File: config.mk
export PLATFORM = sky130hd
export DESIGN_NAME = ubx_frame_receiver
export DESIGN_NICKNAME = d
export VERILOG_FILES = /design/src/rtl/ubxr_pkg.sv /design/src/rtl/ubxr_front.sv /design/src/rtl/ubxr_queue.sv /design/src/rtl/ubxr_back.sv /design/src/rtl/ubx_frame_receiver.sv
export SDC_FILE = /design/constraint.sdc
export NUM_CORES = 1
export LEC_CHECK = 0
export BUFFER_PORTS_ARGS = -buffer_cell sky130_fd_sc_hd__buf_4
export CAP_MARGIN = 10
export CORE_MARGIN = 5
export CORE_UTILIZATION = 55
export DETAILED_ROUTE_END_ITERATION = 16
export HOLD_SLACK_MARGIN = 0.03
export PLACE_DENSITY_LB_ADDON = 0.08
export SLEW_MARGIN = 30
export SYNTH_ARGS = -nofsm -noshare
export SYNTH_HDL_FRONTEND = slang
export SYNTH_SLANG_ARGS = --single-unit
File: constraint.sdc
create_clock -name aclk -period 6.5 [get_ports aclk]
set_clock_uncertainty 0.15 [all_clocks]
set_input_delay 0.65 -clock aclk [delete_from_list [all_inputs] [get_ports aclk]]
set_output_delay 0.65 -clock aclk [all_outputs]
set_load 0.05 [all_outputs]
File: src/rtl/ubxr_pkg.sv
// Shared types and constants for the UBX frame receiver.
// No dependencies; imported by every module of the block.
`default_nettype none

package ubxr_pkg;

    localparam logic [7:0] SYNC_FIRST  = 8'hB5;
    localparam logic [7:0] SYNC_SECOND = 8'h62;
    localparam logic [7:0] IDLE_BYTE   = 8'hFF;

    localparam int QUEUE_DEPTH = 4;
    localparam int QPTR_W      = 2;
    localparam int QCNT_W      = 3;

    localparam int CFG_IDX_W  = 2;
    localparam int CFG_DATA_W = 16;
    localparam logic [CFG_IDX_W-1:0] REG_MAX_PAYLOAD = 2'd0;
    localparam logic [CFG_IDX_W-1:0] REG_TIMEOUT     = 2'd1;

    localparam logic [10:0] MAX_PAYLOAD_RST = 11'd1024;
    localparam logic [15:0] TIMEOUT_RST     = 16'd10;

    localparam int TDATA_W = 56;

    typedef enum logic [1:0] {
        BYTE_OTHER = 2'd0,
        BYTE_IDLE  = 2'd1,
        BYTE_SYNC1 = 2'd2,
        BYTE_SYNC2 = 2'd3
    } byte_cls_t;

    typedef struct packed {
        byte_cls_t  cls;
        logic [7:0] data;
    } q_item_t;

    typedef enum logic [2:0] {
        PH_HUNT1   = 3'd0,
        PH_HUNT2   = 3'd1,
        PH_HEADER  = 3'd2,
        PH_PAYLOAD = 3'd3,
        PH_CKA     = 3'd4,
        PH_CKB     = 3'd5
    } phase_t;

    typedef enum logic [2:0] {
        KIND_DATA    = 3'd0,
        KIND_OK      = 3'd1,
        KIND_BADSUM  = 3'd2,
        KIND_TOOLONG = 3'd3,
        KIND_TIMEOUT = 3'd4
    } kind_t;

    typedef struct packed {
        kind_t       kind;
        logic [7:0]  data_byte;
        logic [9:0]  byte_index;
        logic [7:0]  msg_class;
        logic [7:0]  msg_id;
        logic [15:0] msg_len;
        logic        last;
    } res_t;

endpackage

`default_nettype wire

File: src/rtl/ubxr_front.sv
// Front end: takes input beats, tags each byte (idle, sync, other)
// and pushes it into the item queue. Depends on ubxr_pkg.
`default_nettype none

module ubxr_front
    import ubxr_pkg::*;
(
    input  wire logic       s_tvalid,
    output logic            s_tready,
    input  wire logic [7:0] s_tdata,
    input  wire logic       q_full,
    output logic            q_push,
    output q_item_t         q_item
);

    always_comb begin
        unique case (s_tdata)
            IDLE_BYTE:   q_item.cls = BYTE_IDLE;
            SYNC_FIRST:  q_item.cls = BYTE_SYNC1;
            SYNC_SECOND: q_item.cls = BYTE_SYNC2;
            default:     q_item.cls = BYTE_OTHER;
        endcase
        q_item.data = s_tdata;
    end

    assign s_tready = !q_full;
    assign q_push   = s_tvalid && !q_full;

endmodule

`default_nettype wire

File: src/rtl/ubxr_queue.sv
// Short item queue between front end and parser.
// Depends on ubxr_pkg for the item type and depth.
`default_nettype none

module ubxr_queue
    import ubxr_pkg::*;
(
    input  wire logic aclk,
    input  wire logic aresetn,
    input  wire logic push,
    input  q_item_t   push_item,
    input  wire logic pop,
    output logic      full,
    output logic      not_empty,
    output q_item_t   head_item
);

    q_item_t               mem [QUEUE_DEPTH];
    logic [QPTR_W-1:0]     wr_ptr_reg, wr_ptr_next;
    logic [QPTR_W-1:0]     rd_ptr_reg, rd_ptr_next;
    logic [QCNT_W-1:0]     count_reg, count_next;
    logic                  do_pop;

    assign full      = (count_reg == QCNT_W'(QUEUE_DEPTH));
    assign not_empty = (count_reg != '0);
    assign head_item = mem[rd_ptr_reg];
    assign do_pop    = pop && not_empty;

    always_comb begin
        wr_ptr_next = push   ? wr_ptr_reg + 1'b1 : wr_ptr_reg;
        rd_ptr_next = do_pop ? rd_ptr_reg + 1'b1 : rd_ptr_reg;
        case ({push, do_pop})
            2'b10:   count_next = count_reg + 1'b1;
            2'b01:   count_next = count_reg - 1'b1;
            default: count_next = count_reg;
        endcase
    end

    always_ff @(posedge aclk) begin
        if (push) begin
            mem[wr_ptr_reg] <= push_item;
        end
    end

    always_ff @(posedge aclk) begin
        if (!aresetn) begin
            wr_ptr_reg <= '0;
            rd_ptr_reg <= '0;
            count_reg  <= '0;
        end else begin
            wr_ptr_reg <= wr_ptr_next;
            rd_ptr_reg <= rd_ptr_next;
            count_reg  <= count_next;
        end
    end

endmodule

`default_nettype wire

File: src/rtl/ubxr_back.sv
// Back end: frame parser FSM, Fletcher sums, config registers and
// the registered result slot. Depends on ubxr_pkg.
`default_nettype none

module ubxr_back
    import ubxr_pkg::*;
#(
    parameter int MAX_PAYLOAD_BYTES = 1024
) (
    input  wire logic                  aclk,
    input  wire logic                  aresetn,
    input  wire logic                  cfg_valid,
    output logic                       cfg_ready,
    input  wire logic [CFG_IDX_W-1:0]  cfg_index,
    input  wire logic [CFG_DATA_W-1:0] cfg_data,
    input  wire logic                  q_valid,
    input  q_item_t                    q_item,
    output logic                       q_pop,
    output logic                       res_valid,
    input  wire logic                  res_ready,
    output res_t                       res
);

    localparam int CNT_W = $clog2(MAX_PAYLOAD_BYTES + 1);
    localparam logic [16:0] LIMIT_CAP = 17'(MAX_PAYLOAD_BYTES);

    logic [10:0]      max_payload_reg;
    logic [15:0]      timeout_polls_reg;

    phase_t           phase_reg, phase_next;
    logic [CNT_W-1:0] byte_count_reg, byte_count_next;
    logic [7:0]       frame_class_reg, frame_class_next;
    logic [7:0]       frame_id_reg, frame_id_next;
    logic [15:0]      frame_length_reg, frame_length_next;
    logic [7:0]       sum_a_reg, sum_a_next;
    logic [7:0]       sum_b_reg, sum_b_next;
    logic [7:0]       check_a_reg, check_a_next;
    logic [15:0]      idle_count_reg, idle_count_next;

    logic             out_valid_reg;
    res_t             out_reg;

    logic             step;
    logic [7:0]       b;
    logic [7:0]       sum_a_upd;
    logic             timeout_hit;
    logic [15:0]      full_len;
    logic [16:0]      limit;
    logic             too_long;
    logic [CNT_W-1:0] cnt_inc;
    logic [15:0]      cnt16;

    logic             r_valid;
    res_t             r;

    assign cfg_ready = 1'b1;

    always_ff @(posedge aclk) begin
        if (!aresetn) begin
            max_payload_reg   <= MAX_PAYLOAD_RST;
            timeout_polls_reg <= TIMEOUT_RST;
        end else if (cfg_valid) begin
            case (cfg_index)
                REG_MAX_PAYLOAD: max_payload_reg   <= cfg_data[10:0];
                REG_TIMEOUT:     timeout_polls_reg <= cfg_data;
                default: ;
            endcase
        end
    end

    // one queued byte per cycle whenever the result slot is free or draining
    assign step  = q_valid && (!out_valid_reg || res_ready);
    assign q_pop = step;
    assign b     = q_item.data;

    assign sum_a_upd   = sum_a_reg + b;
    assign timeout_hit = (idle_count_reg >= timeout_polls_reg);
    assign full_len    = {b, frame_length_reg[7:0]};
    assign limit       = ({6'd0, max_payload_reg} > LIMIT_CAP) ? LIMIT_CAP
                                                               : {6'd0, max_payload_reg};
    assign too_long    = ({1'b0, full_len} > limit);
    assign cnt_inc     = byte_count_reg + 1'b1;
    assign cnt16       = 16'(byte_count_reg);

    // next state
    always_comb begin
        phase_next        = phase_reg;
        byte_count_next   = byte_count_reg;
        frame_class_next  = frame_class_reg;
        frame_id_next     = frame_id_reg;
        frame_length_next = frame_length_reg;
        sum_a_next        = sum_a_reg;
        sum_b_next        = sum_b_reg;
        check_a_next      = check_a_reg;
        idle_count_next   = idle_count_reg;
        unique case (phase_reg)
            PH_HUNT1, PH_HUNT2: begin
                if (q_item.cls == BYTE_IDLE) begin
                    if (timeout_hit) begin
                        idle_count_next = '0;
                        phase_next      = PH_HUNT1;
                    end else begin
                        idle_count_next = idle_count_reg + 1'b1;
                    end
                end else if (phase_reg == PH_HUNT1) begin
                    if (q_item.cls == BYTE_SYNC1) begin
                        phase_next = PH_HUNT2;
                    end
                end else if (q_item.cls == BYTE_SYNC2) begin
                    phase_next        = PH_HEADER;
                    byte_count_next   = '0;
                    sum_a_next        = '0;
                    sum_b_next        = '0;
                    idle_count_next   = '0;
                    frame_class_next  = '0;
                    frame_id_next     = '0;
                    frame_length_next = '0;
                end else begin
                    // broken sync: byte is dropped, not rechecked as a first sync
                    phase_next = PH_HUNT1;
                end
            end
            PH_HEADER: begin
                sum_a_next = sum_a_upd;
                sum_b_next = sum_b_reg + sum_a_upd;
                if (cnt16 == 16'd3) begin
                    frame_length_next = full_len;
                    byte_count_next   = '0;
                    if (too_long) begin
                        phase_next = PH_HUNT1;
                    end else if (full_len == '0) begin
                        phase_next = PH_CKA;
                    end else begin
                        phase_next = PH_PAYLOAD;
                    end
                end else begin
                    byte_count_next = cnt_inc;
                    case (cnt16)
                        16'd0:   frame_class_next  = b;
                        16'd1:   frame_id_next     = b;
                        default: frame_length_next = {8'd0, b};
                    endcase
                end
            end
            PH_PAYLOAD: begin
                sum_a_next = sum_a_upd;
                sum_b_next = sum_b_reg + sum_a_upd;
                if (17'(cnt_inc) >= {1'b0, frame_length_reg}) begin
                    byte_count_next = '0;
                    phase_next      = PH_CKA;
                end else begin
                    byte_count_next = cnt_inc;
                end
            end
            PH_CKA: begin
                check_a_next = b;
                phase_next   = PH_CKB;
            end
            PH_CKB: begin
                phase_next      = PH_HUNT1;
                byte_count_next = '0;
            end
            default: phase_next = PH_HUNT1;
        endcase
    end

    // result for the byte being consumed
    always_comb begin
        r_valid      = 1'b0;
        r.kind       = KIND_DATA;
        r.data_byte  = '0;
        r.byte_index = '0;
        r.msg_class  = frame_class_reg;
        r.msg_id     = frame_id_reg;
        r.msg_len    = frame_length_reg;
        r.last       = 1'b0;
        unique case (phase_reg)
            PH_HUNT1, PH_HUNT2: begin
                if (q_item.cls == BYTE_IDLE && timeout_hit) begin
                    r_valid     = 1'b1;
                    r.kind      = KIND_TIMEOUT;
                    r.msg_class = '0;
                    r.msg_id    = '0;
                    r.msg_len   = '0;
                end
            end
            PH_HEADER: begin
                if (cnt16 == 16'd3 && too_long) begin
                    r_valid   = 1'b1;
                    r.kind    = KIND_TOOLONG;
                    r.msg_len = full_len;
                    r.last    = 1'b1;
                end
            end
            PH_PAYLOAD: begin
                r_valid      = 1'b1;
                r.data_byte  = b;
                r.byte_index = cnt16[9:0];
            end
            PH_CKB: begin
                r_valid = 1'b1;
                r.kind  = (check_a_reg == sum_a_reg && b == sum_b_reg) ? KIND_OK
                                                                       : KIND_BADSUM;
                r.last  = 1'b1;
            end
            default: r_valid = 1'b0;
        endcase
    end

    always_ff @(posedge aclk) begin
        if (!aresetn) begin
            phase_reg        <= PH_HUNT1;
            byte_count_reg   <= '0;
            frame_class_reg  <= '0;
            frame_id_reg     <= '0;
            frame_length_reg <= '0;
            sum_a_reg        <= '0;
            sum_b_reg        <= '0;
            check_a_reg      <= '0;
            idle_count_reg   <= '0;
            out_valid_reg    <= 1'b0;
        end else begin
            if (step) begin
                phase_reg        <= phase_next;
                byte_count_reg   <= byte_count_next;
                frame_class_reg  <= frame_class_next;
                frame_id_reg     <= frame_id_next;
                frame_length_reg <= frame_length_next;
                sum_a_reg        <= sum_a_next;
                sum_b_reg        <= sum_b_next;
                check_a_reg      <= check_a_next;
                idle_count_reg   <= idle_count_next;
                out_valid_reg    <= r_valid;
            end else if (res_ready) begin
                out_valid_reg <= 1'b0;
            end
        end
    end

    always_ff @(posedge aclk) begin
        if (step && r_valid) begin
            out_reg <= r;
        end
    end

    assign res_valid = out_valid_reg;
    assign res       = out_reg;

endmodule

`default_nettype wire

File: src/rtl/ubx_frame_receiver.sv
// Top level of the UBX frame receiver: front end, item queue, parser.
// Depends on ubxr_pkg, ubxr_front, ubxr_queue and ubxr_back.
//
// Usage:
//  - s_ channel: one received byte per beat in s_tdata. While hunting
//    for the 0xB5 0x62 sync pair, 0xFF is an idle poll; more idle polls
//    than timeout_polls give a timeout result.
//  - m_ channel: at most one result beat per input byte. m_tuser holds
//    the kind (payload byte, frame ok, checksum bad, too long, timeout),
//    m_tlast marks the status beat that ends a frame.
//  - cfg_ channel: register 0 is max_payload, 1 is timeout_polls; always
//    ready, write only while the block is idle.
//  - Path: a taken byte is written into the queue, then consumed by the
//    parser, whose result register drives the result beat on m_.
//  - Throughput: one byte per cycle while m_ drains; the parser consumes
//    one queued byte per cycle; per byte it does one add chain and compare.
//  - Stall: with m_tready low the result register holds; the four-entry
//    queue keeps taking bytes until full, then s_tready drops.
//  - Reset (aresetn low, synchronous): queue empty, parser hunting for
//    the first sync byte, registers back to 1024 and 10.
`default_nettype none

module ubx_frame_receiver
    import ubxr_pkg::*;
#(
    parameter int MAX_PAYLOAD_BYTES = 1024
) (
    input  wire logic                  aclk,
    input  wire logic                  aresetn,
    // input beats
    input  wire logic                  s_tvalid,
    output logic                       s_tready,
    input  wire logic [7:0]            s_tdata,   // [7:0] rx_byte
    // result beats
    output logic                       m_tvalid,
    input  wire logic                  m_tready,
    // [7:0] data_byte, [17:8] byte_index, [25:18] msg_class,
    // [33:26] msg_id, [49:34] msg_len, [55:50] zero
    output logic [TDATA_W-1:0]         m_tdata,
    output logic [2:0]                 m_tuser,   // [2:0] kind
    output logic                       m_tlast,
    // configuration writes
    input  wire logic                  cfg_valid,
    output logic                       cfg_ready,
    input  wire logic [CFG_IDX_W-1:0]  cfg_index,
    input  wire logic [CFG_DATA_W-1:0] cfg_data
);

    q_item_t in_item;
    q_item_t head_item;
    logic    q_push;
    logic    q_pop;
    logic    q_full;
    logic    q_not_empty;
    res_t    res;

    ubxr_front u_front (
        .s_tvalid (s_tvalid),
        .s_tready (s_tready),
        .s_tdata  (s_tdata),
        .q_full   (q_full),
        .q_push   (q_push),
        .q_item   (in_item)
    );

    ubxr_queue u_queue (
        .aclk      (aclk),
        .aresetn   (aresetn),
        .push      (q_push),
        .push_item (in_item),
        .pop       (q_pop),
        .full      (q_full),
        .not_empty (q_not_empty),
        .head_item (head_item)
    );

    ubxr_back #(
        .MAX_PAYLOAD_BYTES (MAX_PAYLOAD_BYTES)
    ) u_back (
        .aclk      (aclk),
        .aresetn   (aresetn),
        .cfg_valid (cfg_valid),
        .cfg_ready (cfg_ready),
        .cfg_index (cfg_index),
        .cfg_data  (cfg_data),
        .q_valid   (q_not_empty),
        .q_item    (head_item),
        .q_pop     (q_pop),
        .res_valid (m_tvalid),
        .res_ready (m_tready),
        .res       (res)
    );

    // pack the result beat, first field in the low bits
    assign m_tdata = {6'd0, res.msg_len, res.msg_id, res.msg_class,
                      res.byte_index, res.data_byte};
    assign m_tuser = res.kind;
    assign m_tlast = res.last;

endmodule

`default_nettype wire
Yosys cells after proc, flatten, opt, wreduce, memory -nomap -nowiden. Memories as Yosys holds them, arrays and structs flattened. A register that Yosys moved wholly into a read port is not among the register bits. Index checks and enable logic that the tools add are counted.

Input port bits: 31. Register bits: 175. Output and inout bits: 63. Word-level logic and storage cells: 160. RAM bits: 40. Memories kept: 1.

Reduce and logical (&&, ||, !) cells: 36. $lt $le $gt $ge: 4. Equality and inequality tests: 32. Multiplexer cells: 56. $add $sub $neg: 8.

Memories: u_queue.mem (depth 4, width 10, read ports 1, clocked after memory_dff 1, wr ports 1, RTL line ubxr_queue.sv:18) `q_item_t mem [QUEUE_DEPTH];`.

Operators by type and width (number): two-way mux 16 bit (8); two-way mux 11 bit (6); one-hot mux 16 bit (2 select lines) (2); one-hot mux 8 bit (2 select lines) (4); two-way mux 8 bit (7); one-hot mux 11 bit (4 select lines) (1); logical NOT 16 bit (2); two-way mux 32 bit (1); two-way mux 3 bit (9); AND reduction 7 bit (3); > comparator 16 x 17 -> 1 bit (1); two-way mux 17 bit (1); adder 16 x 1 -> 16 bit (second input constant) (1); adder 8 bit (2); == test 8 bit (2); == test 8 bit (second input constant) (2); >= comparator 11 x 16 -> 1 bit (1); >= comparator 16 bit (1); AND reduction 5 bit (3); != test 2 bit (second input constant) (6); one-hot mux 3 bit (4 select lines) (1); adder 11 x 1 -> 11 bit (second input constant) (1); == test 11 x 1 -> 1 bit (second input constant) (1); == test 11 x 2 -> 1 bit (second input constant) (1); 32 further kinds (69).

Depth between registers and ports, before layout. Gate-level depths: netlist of the first run.

Depth after elaboration: 7. Depth in mapped cells: 17.

Cells and area by module. Synthesis of the first run repeated with hierarchy kept, for this count alone.

Cell total of the unflattened synthesis: 1046. Area, all modules: 10930.5 µm².

By module, submodules not included: ubxr_back (cells an instance 921, area each 8838.5 µm², times used 1); ubxr_queue (cells an instance 99, area each 1918.1 µm², times used 1); ubxr_front (cells an instance 19, area each 125.1 µm², times used 1); ubx_frame_receiver (cells an instance 7, area each 48.8 µm², times used 1).

Worst setup path after synthesis of the first run. OpenSTA, ideal clock, no wires.

Kind: reg-to-reg. From: register with a tool-made name. To: register u_back.out_reg, in the netlist u_back.res[0], enable pin. Setup time: 0.498 ns. Path slack: 0.603 ns. Stages on the path, launching flop included: 12. Data required time: 5.852 ns. Data arrival time: 5.249 ns. Path buffers: 3. Cell sequence: dfxtp_1 > buf_6 > mux4_2 > clkbuf_1 > ha_1 > o21ai_0 > o21a_1 > a221oi_1 > a21o_1 > buf_2 > nand3_1 > a31oi_1.

RTL lines: to (signal assigned) (RTL line ubxr_back.sv:242) `out_reg <= r;`; to (decl) (RTL line ubxr_back.sv:41) `res_t out_reg;`.

==> results.cfg, run 1 <==
[min_path]
min_from = s_tdata[4]
holdCritPathClass = in2reg
holdPathStages = 1
hold-path-endpoint = u_queue.mem[1][4]$_DFFE_PP_

[cts]
worst_skew_pair.late_latency_ns = 0.50
cts_inserted_buffers = 23
postCtsHoldBufs = 0
cts.repair_timing.setup_buffer_count = 0
cts_tree = done
cts_max_level = 1
cts-root-buf = sky130_fd_sc_hd__clkbuf_16
cts.sinks = 217
cts.reportedPaths.clkPinSlew_ns = 0.06
cts_resized = 0
clock_path_buffers = 3

[floorplanning]
floorplan.die.height_microns = 149
initial_utilization_pct = 56.4
fp.dieArea_sq_mm = 0.0222
floorplan.io_pins = 94
core_region_area_sq_mm = 0.0189
fp.dieW_microns = 149
row_count = 50

[placed_design]
routabilityCongestion = 0.842
dpl_cell_area_sq_mm = 0.0114
post-dp-hpwl_mm = 16.9
place.detailed.instances = 1347
placement.setup.worst_slack_ns = 1.56
io_buffer_count = 86

[synth]
ys.warnings.count = 0
post_synthesis_cell_area_sq_mm = 0.0106
ys_seq_area_share_pct = 49.6
ys_top_cells_by_area = sky130_fd_sc_hd__edfxtp_1 (27%), sky130_fd_sc_hd__dfxtp_1 (23%), sky130_fd_sc_hd__ha_1 (7.2%), sky130_fd_sc_hd__nor2_1 (3.6%), sky130_fd_sc_hd__mux2i_1 (3.3%)
number_of_enable_type_register_cells_in_the_synthesized_netlist = 94
synth-async-reset-ratio_pct = 0
synth.ff_latch_count = 217
synth_top_area_share_pct = 26.5
yosysTopAreaCell = sky130_fd_sc_hd__edfxtp_1
synth_ff_type = sky130_fd_sc_hd__dfxtp_1
synthesis.instances = 1050
synthDistinctLibCells = 65
synth.avg_cell_area_sq_um = 10.1

[critical_path]
criticalPathCategory = reg2reg
reg2reg_slack_ns = 1.77
critical_path_arrival_ns = 5.02
reg2reg_to = u_back.sum_b_reg[7]$_SDFFE_PN0P_
reg2reg_depth = 13
crit_path_end_kind = flip-flop
worst_ep_required_time_ns = 6.79
worst_setup_path_start_kind = flip-flop
crit_fanout = 11

[finish]
post_route_design_area_sq_mm = 0.0122
num_antenna_cells = 0
finish.cell_count_without_fillers = 1389
num-fill-cells = 1549
final_common_cell = sky130_fd_sc_hd__dfxtp_1
utilization_pct = 64.5
multi_input_comb_area_sq_mm = 0.00492
final_cell_mix = sky130_fd_sc_hd__dfxtp_1 (123), sky130_fd_sc_hd__nor2_1 (100), sky130_fd_sc_hd__edfxtp_1 (94)
drive_gt1_share_pct = 13.6
flip_flop_count_of_the_largest_register_after_layout = 54
nets = 1208
areaGrowthSynthToFinish_pct = 14.4
final-seq-area_sq_mm = 0.00529

[grt]
grt_pass1_wl_mm = 38.4
number_of_antenna_violations_at_the_first_check_in_global_routing = 0
globalRoute.totalOverflow = 0
grt_util_all_layers_pct = 21.1
grt_pass1_vias = 7353
grt_start_max_net_pins = 46

[power_and_ir_drop]
finalPower_mw = 3.84
peakVddDrop_mv = 0.207
power.density_mw_per_mm2 = 315
leak_pwr_nw = 4.54

[timing]
timing.final.max_slew_violations = 0
fin_ws_ns = 1.77
min_period_ns = 4.73
timing.setup.tns_ns = 0
final.period_utilization_pct = 72.8
slew_headroom_pct = 39.1
grt_setup_unrepaired = no
fmax_mhz = 211
final-setup-viol-count = 0
timing.hold.ws_ns = 0.221
finalHoldViolations = 0
worstMarginPinSlew_ns = 0.907

[detailed_routing]
dr_total_vias = 7725
iteration_0_drc_count_of_the_detailed_router = 545
wire_per_inst_microns = 16.9
first_drt_pass_iteration_count = 4
antenna_violating_nets_post_route = 0
remaining_drc_errors = 0
drt_wl_total_mm = 23.5
drt-vias-per-instance = 5.56

[run_status]
status = finished, final reports clean

[flow_run]
max_cap_violations = 0
cell usage after synthesis (3+ instances only):
library cell                  n
sky130_fd_sc_hd__nor2b_1      4
sky130_fd_sc_hd__a2111oi_0    4
sky130_fd_sc_hd__a221oi_1     3
sky130_fd_sc_hd__fa_1         3
sky130_fd_sc_hd__nand4_1     17
sky130_fd_sc_hd__nand2_1     90
sky130_fd_sc_hd__a31oi_1      6
sky130_fd_sc_hd__nor4_1       6
sky130_fd_sc_hd__and2_1      46
sky130_fd_sc_hd__a211oi_1     9
sky130_fd_sc_hd__mux2i_1     35
sky130_fd_sc_hd__xor2_1      26
sky130_fd_sc_hd__mux4_2      11
sky130_fd_sc_hd__o21a_1       6
sky130_fd_sc_hd__a31o_2       3
sky130_fd_sc_hd__o21ai_0     13
sky130_fd_sc_hd__dfxtp_1    123
sky130_fd_sc_hd__a22oi_1      6
sky130_fd_sc_hd__clkbuf_1    46
sky130_fd_sc_hd__o211ai_1     7
sky130_fd_sc_hd__o31ai_1     14
sky130_fd_sc_hd__nor2_1     101
sky130_fd_sc_hd__nand3_1     53
sky130_fd_sc_hd__buf_2        4
sky130_fd_sc_hd__a21oi_1     62
sky130_fd_sc_hd__or3_1        3
sky130_fd_sc_hd__or2_2        3
sky130_fd_sc_hd__ha_1        61
sky130_fd_sc_hd__edfxtp_1    94
sky130_fd_sc_hd__and3_1      12
sky130_fd_sc_hd__and4_1       5
sky130_fd_sc_hd__inv_1       62
sky130_fd_sc_hd__a21o_1       3
sky130_fd_sc_hd__xnor2_1     33
sky130_fd_sc_hd__o41ai_1      6
sky130_fd_sc_hd__nor3_1      19
sky130_fd_sc_hd__buf_4        8
sky130_fd_sc_hd__nand2b_1     6
power by group:
group | total, mW | switching (mW) | internal (mW)
Clock | 1.24 | 0.503 | 0.740
Sequential | 1.58 | 0.0793 | 1.50
Combinational | 1.02 | 0.648 | 0.368
Total | 3.84 | 1.23 | 2.61
metal layers:
metal / global-route usage [%] / wire, microns / part of all wire [%] / vias to the layer above
met2: 34.7 / 11000 / 47 / 222
met4: 5.26 / 525 / 2.2 / 0
met1: 29.7 / 10800 / 46 / 3625
li1: - / - / - / 3834
met5: 0 / 0 / 0 / -
met3: 2.98 / 1240 / 5.3 / 44
how the worst max path moves through the flow:
stage | startpoint | endpoint | slack, ns
6_report | flip-flop | u_back.sum_b_reg[7]$_SDFFE_PN0P_ | 1.77
4_1_cts | flip-flop | u_back.res[39]$_SDFFCE_PP0P_ | 1.55
5_1_grt | flip-flop | u_back.sum_b_reg[7]$_SDFFE_PN0P_ | 1.47
2_1_floorplan | flip-flop | u_back.res[0]$_DFFE_PP_ | 0.60
3_5_place_dp | flip-flop | u_back.res[2]$_DFFE_PP_ | 1.56
3_3_place_gp | flip-flop | u_back.res[2]$_DFFE_PP_ | 1.70
cells by family after synthesis:
group,share of synthesized area (%)
other,0.0705
XOR/XNOR,4.85
adder cells (fa/ha/maj),7.73
multiplexers,5.72
AND/OR/NAND/NOR,17.4
flip-flops,49.6
AO/OA/AOI/OAI,9.92
buffers and inverters,4.67
worst max-delay path, stage by stage (launching register included):
cell	delay, ns
sky130_fd_sc_hd__dfxtp_1	0.79
sky130_fd_sc_hd__mux4_2	0.76
sky130_fd_sc_hd__ha_1	0.29
sky130_fd_sc_hd__fa_1	0.41
sky130_fd_sc_hd__a21o_1	0.18
sky130_fd_sc_hd__a21oi_1	0.24
sky130_fd_sc_hd__xnor2_1	0.18
sky130_fd_sc_hd__ha_1	0.29
sky130_fd_sc_hd__inv_1	0.10
sky130_fd_sc_hd__o221ai_1	0.15
sky130_fd_sc_hd__o41ai_1	0.57
sky130_fd_sc_hd__nand4_1	0.16
sky130_fd_sc_hd__mux2_2	0.31
sky130_fd_sc_hd__nand4_1	0.08
area by class of cell:
type / instances / share of cell area [%]
flip-flops and latches: 217 / 43.4
clock inverters: 11 / 0.863
clock buffers: 30 / 5.02
well taps: 260 / 2.67
inverters: 62 / 1.91
multi-input cells: 717 / 40.4
repair buffers: 92 / 5.73
Note: power is estimated with default switching activity, not from simulation.
==> run 2: changes to the inputs <==
--- a/config.mk
+++ b/config.mk
@@ -8,7 +8,7 @@
 export BUFFER_PORTS_ARGS = -buffer_cell sky130_fd_sc_hd__buf_4
 export CAP_MARGIN = 10
 export CORE_MARGIN = 5
-export CORE_UTILIZATION = 55
+export CORE_UTILIZATION = 54
 export DETAILED_ROUTE_END_ITERATION = 16
 export HOLD_SLACK_MARGIN = 0.03
 export PLACE_DENSITY_LB_ADDON = 0.08
==> constraint.sdc (replaced) <==
create_clock -name aclk -period 4.15 [get_ports aclk]
set_clock_uncertainty 0.15 [all_clocks]
set_input_delay 0.415 -clock aclk [delete_from_list [all_inputs] [get_ports aclk]]
set_output_delay 0.415 -clock aclk [all_outputs]
set_load 0.05 [all_outputs]
==> results.cfg, run 2 (synthesized netlist as in run 1, its figures left out) <==
[power_and_ir_drop]
p_comb_share_pct = 27.0
sequentialPowerShare_pct = 38.1
clock_power_share_pct = 34.8
switching_share_pct = 31.9
peakVddDrop_mv = 0.430
leak_pwr_nw = 4.79
finalPower_mw = 6.44
power.density_mw_per_mm2 = 507
intPower_mw = 4.38
netSwitchingPower_mw = 2.05

[grt]
grt_start_max_net_pins = 48
globalRoute.totalOverflow = 0
grt_pass1_wl_mm = 38.9
grt_util_all_layers_pct = 21.5
number_of_antenna_violations_at_the_first_check_in_global_routing = 1
grt_pass1_vias = 7492

[min_path]
holdCritPathClass = in2reg
min_from = aresetn
hold-path-endpoint = u_back.max_payload_reg[10]$_SDFFE_PN1P_
holdPathStages = 2

[finish]
flip_flop_count_of_the_largest_register_after_layout = 54
utilization_pct = 65.2
post_route_design_area_sq_mm = 0.0127
areaGrowthSynthToFinish_pct = 19.2
num_antenna_cells = 0
final_cell_mix = sky130_fd_sc_hd__dfxtp_1 (123), sky130_fd_sc_hd__buf_4 (107), sky130_fd_sc_hd__nor2_1 (101)
drive_gt1_share_pct = 15.2
nets = 1249
final_common_cell = sky130_fd_sc_hd__dfxtp_1
finish.cell_count_without_fillers = 1437

[placed_design]
place.detailed.instances = 1369
routabilityCongestion = 0.882
io_buffer_count = 86
dpl_cell_area_sq_mm = 0.0116
placement.setup.worst_slack_ns = 0.124
post-dp-hpwl_mm = 17.0

[floorplanning]
initial_utilization_pct = 54.7
fp.dieW_microns = 150
row_count = 51
fp.dieArea_sq_mm = 0.0226
floorplan.die.height_microns = 150
floorplan.io_pins = 94
core_region_area_sq_mm = 0.0195

[critical_path]
reg2reg_slack_ns = 0.25
reg2reg_depth = 13
worst_ep_required_time_ns = 4.45
crit_path_end_kind = flip-flop
crit_fanout = 4
criticalPathCategory = reg2reg
critical_path_arrival_ns = 4.20
worst_setup_path_start_kind = flip-flop
reg2reg_to = u_back.sum_b_reg[7]$_SDFFE_PN0P_

[detailed_routing]
iteration_0_drc_count_of_the_detailed_router = 447
wire_per_inst_microns = 17.0
first_drt_pass_iteration_count = 5
drt-vias-per-instance = 5.50
dr_total_vias = 7899
remaining_drc_errors = 0
antenna_violating_nets_post_route = 0
drt_wl_total_mm = 24.4

[timing]
timing.final.max_slew_violations = 0
final.period_utilization_pct = 94.0
finalHoldViolations = 0
timing.setup.tns_ns = 0
final-setup-viol-count = 0
slew_headroom_pct = 40.5
fmax_mhz = 256
worstMarginPinSlew_ns = 0.886
timing.hold.ws_ns = 0.0585
fin_ws_ns = 0.250
min_period_ns = 3.90

[cts]
cts_inserted_buffers = 24
clock_path_buffers = 3
cts_max_level = 1
cts_tree = done
cts-root-buf = sky130_fd_sc_hd__clkbuf_16
worst_skew_pair.late_latency_ns = 0.52
cts.sinks = 217
cts.repair_timing.setup_buffer_count = 0
cts.reportedPaths.clkPinSlew_ns = 0.06

[flow_run]
max_cap_violations = 0

[run_status]
status = finished, final reports clean
==> run 2: layout make-up <==
| type | instances | area, sq um |
|---|---|---|
| flip-flops and latches | 217 | 5290 |
| clock buffers | 27 | 653 |
| well taps | 265 | 332 |
| multi-input cells | 717 | 4930 |
| clock inverters | 17 | 194 |
| repair buffers | 132 | 1060 |
| inverters | 62 | 233 |
| fillers | 1544 | 6780 |
==> run 2: what timing repair did <==
action                                  CTS  global route
endpoints found under the setup margin    0             1
gates resized for setup                   0             1
endpoints found under the hold margin    56             0
hold buffers                             24             0
==> run 2: power by group through the flow <==
stage	clock, mW	combinational (mW)	sequential, mW
after floorplan	0	1.16	2.52
after global placement	0	1.68	2.50
after detailed placement	0	1.71	2.50
after CTS	2.27	1.74	2.46
after global routing	2.37	1.90	2.47
final	2.24	1.74	2.45
==> run 2: routing by layer <==
| layer | share of wire, % | wire [microns] | vias up | track usage [%] |
|---|---|---|---|---|
| met4 | 2.7 | 656 | 0 | 5.63 |
| li1 | - | - | 3918 | - |
| met2 | 47 | 11500 | 185 | 35.7 |
| met3 | 4.9 | 1190 | 45 | 2.65 |
| met5 | 0 | 0 | - | 0 |
| met1 | 45 | 11100 | 3751 | 29.9 |
==> run 2: worst max-delay path by stage <==
| stage | from | to | slack, ns |
|---|---|---|---|
| floorplan | flip-flop | u_back.res[0]$_DFFE_PP_ | 0.02 |
| global placement | flip-flop | u_back.sum_b_reg[7]$_SDFFE_PN0P_ | 0.17 |
| detailed placement | flip-flop | u_back.sum_b_reg[7]$_SDFFE_PN0P_ | 0.12 |
| CTS | flip-flop | u_back.sum_b_reg[7]$_SDFFE_PN0P_ | 0.10 |
| global route | flip-flop | u_back.sum_b_reg[7]$_SDFFE_PN0P_ | -0.005 |
| finish | flip-flop | u_back.sum_b_reg[7]$_SDFFE_PN0P_ | 0.25 |
==> run 2: worst max-delay path: stages (launching register included) <==
cell and delay, ns:
sky130_fd_sc_hd__dfxtp_1 0.44, sky130_fd_sc_hd__mux4_2 0.55, sky130_fd_sc_hd__ha_1 0.24, sky130_fd_sc_hd__fa_1 0.41, sky130_fd_sc_hd__a21o_1 0.18, sky130_fd_sc_hd__a21oi_1 0.22
sky130_fd_sc_hd__xnor2_1 0.18, sky130_fd_sc_hd__ha_1 0.30, sky130_fd_sc_hd__inv_1 0.10, sky130_fd_sc_hd__o221ai_1 0.17, sky130_fd_sc_hd__o41ai_2 0.38, sky130_fd_sc_hd__nand4_1 0.14
sky130_fd_sc_hd__mux2_2 0.31, sky130_fd_sc_hd__nand4_1 0.08
==> run 3: changes to the inputs <==
--- a/config.mk
+++ b/config.mk
@@ -8,11 +8,12 @@
 export BUFFER_PORTS_ARGS = -buffer_cell sky130_fd_sc_hd__buf_4
 export CAP_MARGIN = 10
 export CORE_MARGIN = 5
-export CORE_UTILIZATION = 54
+export CORE_UTILIZATION = 55
 export DETAILED_ROUTE_END_ITERATION = 16
 export HOLD_SLACK_MARGIN = 0.03
 export PLACE_DENSITY_LB_ADDON = 0.08
 export SLEW_MARGIN = 30
 export SYNTH_ARGS = -nofsm -noshare
 export SYNTH_HDL_FRONTEND = slang
+export SYNTH_HIERARCHICAL = 1
 export SYNTH_SLANG_ARGS = --single-unit
==> constraint.sdc (replaced) <==
create_clock -name aclk -period 4.57 [get_ports aclk]
set_clock_uncertainty 0.15 [all_clocks]
set_input_delay 0.457 -clock aclk [delete_from_list [all_inputs] [get_ports aclk]]
set_output_delay 0.457 -clock aclk [all_outputs]
set_load 0.05 [all_outputs]
==> results.cfg, run 3 <==
[run_status]
status = finished, final reports clean

[timing]
min_period_ns = 4.13
fmax_mhz = 242
worstMarginPinSlew_ns = 0.770
finalHoldViolations = 0
grt_setup_unrepaired = no
timing.setup.tns_ns = 0
timing.hold.ws_ns = 0.0585
slew_headroom_pct = 48.2
final-setup-viol-count = 0
timing.final.max_slew_violations = 0
final.period_utilization_pct = 90.4

[finish]
num_antenna_cells = 0
utilization_pct = 64.3
final_common_cell = sky130_fd_sc_hd__dfxtp_1
final_cell_mix = sky130_fd_sc_hd__dfxtp_1 (122), sky130_fd_sc_hd__buf_4 (95), sky130_fd_sc_hd__edfxtp_1 (94)
areaGrowthSynthToFinish_pct = 14.9
drive_gt1_share_pct = 14.5
flip_flop_count_of_the_largest_register_after_layout = 54
nets = 1214

[placed_design]
routabilityCongestion = 0.882
post-dp-hpwl_mm = 17.0
io_buffer_count = 86

[grt]
grt_pass1_wl_mm = 38.6
grt_pass1_vias = 7270
number_of_antenna_violations_at_the_first_check_in_global_routing = 0
grt_start_max_net_pins = 61
globalRoute.totalOverflow = 0
grt_util_all_layers_pct = 21.3

[floorplanning]
row_count = 51
initial_utilization_pct = 56.0
fp.dieW_microns = 151
core_region_area_sq_mm = 0.0195
fp.dieArea_sq_mm = 0.0228
floorplan.io_pins = 94
floorplan.die.height_microns = 151

[detailed_routing]
dr_total_vias = 7654
remaining_drc_errors = 0
antenna_violating_nets_post_route = 0
drt_wl_total_mm = 23.9
first_drt_pass_iteration_count = 5
met1_length_mm = 10.7
met2_wirelength_mm = 11.3
wire_per_inst_microns = 17.1
iteration_0_drc_count_of_the_detailed_router = 436
met3WireLength_mm = 1.39
drt-vias-per-instance = 5.47
top_layer_used = met4

[cts]
cts_inserted_buffers = 23
clock_path_buffers = 3
cts.reportedPaths.clkPinSlew_ns = 0.06
cts.sinks = 217
cts_max_level = 1
worst_skew_pair.late_latency_ns = 0.49
cts_tree = done
cts-root-buf = sky130_fd_sc_hd__clkbuf_16

[synth]
synth.avg_cell_area_sq_um = 10.4
yosysTopAreaCell = sky130_fd_sc_hd__edfxtp_1
ys_seq_area_share_pct = 48.4
post_synthesis_cell_area_sq_mm = 0.0109
synth_top_family_by_area = simple AND/OR/NAND/NOR gates
ys.warnings.count = 6
synthesis.instances = 1046
synth_xor_area_share_pct = 4.17
ys_top_cells_by_area = sky130_fd_sc_hd__edfxtp_1 (26%), sky130_fd_sc_hd__dfxtp_1 (23%), sky130_fd_sc_hd__ha_1 (7.0%), sky130_fd_sc_hd__nor2b_1 (4.3%), sky130_fd_sc_hd__mux2i_1 (3.8%)
synth-compound-area-share_pct = 10.5
synth_top_cells_by_count = sky130_fd_sc_hd__dfxtp_1 (123), sky130_fd_sc_hd__edfxtp_1 (94), sky130_fd_sc_hd__nand2_1 (76), sky130_fd_sc_hd__nor2b_1 (76), sky130_fd_sc_hd__nor2_1 (69)
synth.ff_latch_count = 217
number_of_enable_type_register_cells_in_the_synthesized_netlist = 94
post_synth_and_or_nand_nor_area_fraction_pct = 18.7
synthDistinctLibCells = 71
synthMostInstantiatedCell = sky130_fd_sc_hd__dfxtp_1
post_synth_mux_area_share_pct = 5.91
synthAdderAreaFrac_pct = 7.53
synth_top_area_share_pct = 25.8
synth_ff_type = sky130_fd_sc_hd__dfxtp_1
synth-async-reset-ratio_pct = 0

[critical_path]
worst_ep_required_time_ns = 4.79
worst_setup_path_start_kind = flip-flop
criticalPathCategory = reg2reg
crit_fanout = 6
crit_path_end_kind = flip-flop
critical_path_arrival_ns = 4.36

[power_and_ir_drop]
sequentialPowerShare_pct = 41.7
netSwitchingPower_mw = 1.60
peakVddDrop_mv = 0.324
switching_share_pct = 30.0
finalPower_mw = 5.34
intPower_mw = 3.74
clock_power_share_pct = 35.5
p_comb_share_pct = 22.8
power.density_mw_per_mm2 = 425
leak_pwr_nw = 5.05

[min_path]
holdCritPathClass = in2reg

[flow_run]
max_cap_violations = 0
[run 3: stage by stage]
| stage | worst slack, ns | instance area (sq um) | cells |
|---|---|---|---|
| after floorplan | 0.0438 | 11000 | 1051 |
| after global placement | 0.544 | 11700 | 1354 |
| after detailed placement | 0.453 | 11700 | 1354 |
| after CTS | 0.349 | 12500 | 1399 |
| after global routing | 0.139 | 12600 | 1400 |
| final | 0.438 | 12600 | 1400 |
[run 3: layout make-up]
cell class	count	area [sq um]
Inverter	58	218
Multi-Input combinational cell	718	5160
Clock inverter	17	194
Timing Repair Buffer	101	783
Clock buffer	24	579
Fill cell	1586	6970
Sequential cell	217	5290
Tap cell	265	332
[run 3: path summary, 6_finish.rpt]
| check | from | end | slack [ns] | depth (start not counted) |
|---|---|---|---|---|
| setup / recovery | flip-flop | u_back/sum_b_reg[7]$_SDFFE_PN0P_ | 0.44 | 13 |
| hold / removal | cfg_data[1] | u_back/timeout_polls_reg[1]$_SDFFE_PN1P_ | 0.06 | 3 |
| setup reg to reg | flip-flop | u_back/sum_b_reg[7]$_SDFFE_PN0P_ | 0.44 | 13 |
| hold reg to reg | u_back/timeout_polls_reg[14]$_SDFFE_PN0P_ | u_back/timeout_polls_reg[14]$_SDFFE_PN0P_ | 0.31 | 2 |
[run 3: cell families after synthesis]
group	after synthesis
buffers and inverters	116
flip-flops	217
multiplexers	52
AO/OA/AOI/OAI	168
other	2
adder cells (fa/ha/maj)	64
XOR/XNOR	52
AND/OR/NAND/NOR	375
[run 3: power groups by stage]
stage	Sequential, mW	Clock [mW]	Combinational [mW]
finish	2.22	1.89	1.22
CTS	2.22	1.94	1.21
floorplan	2.23	0	0.911
global route	2.24	2.02	1.34
global placement	2.26	0	1.18
detailed placement	2.26	0	1.20
[run 3: critical path: stages, from the launching register on]
cell and delay [ns]:
sky130_fd_sc_hd__dfxtp_2 0.43, sky130_fd_sc_hd__mux4_2 0.62, sky130_fd_sc_hd__ha_1 0.27, sky130_fd_sc_hd__fa_1 0.41, sky130_fd_sc_hd__a21o_1 0.17, sky130_fd_sc_hd__a21oi_1 0.22, sky130_fd_sc_hd__o21bai_1 0.10, sky130_fd_sc_hd__a21oi_1 0.17
sky130_fd_sc_hd__xnor2_1 0.11, sky130_fd_sc_hd__ha_1 0.22, sky130_fd_sc_hd__o41ai_1 0.52, sky130_fd_sc_hd__xor2_1 0.26, sky130_fd_sc_hd__mux2i_1 0.25, sky130_fd_sc_hd__a21boi_0 0.11
[run 3: layer usage]
| metal | global-route usage [%] | up-vias |
|---|---|---|
| li1 | - | 3812 |
| met1 | 29.8 | 3578 |
| met2 | 35.3 | 217 |
| met3 | 2.84 | 47 |
| met4 | 5.26 | 0 |
| met5 | 0 | - |
[run 3: what timing repair did]
action	in CTS	in global routing
hold buffers	4	1
endpoints found under the setup margin	0	1
endpoints found under the hold margin	16	2
buffers inserted	0	0
gates resized for setup	0	1
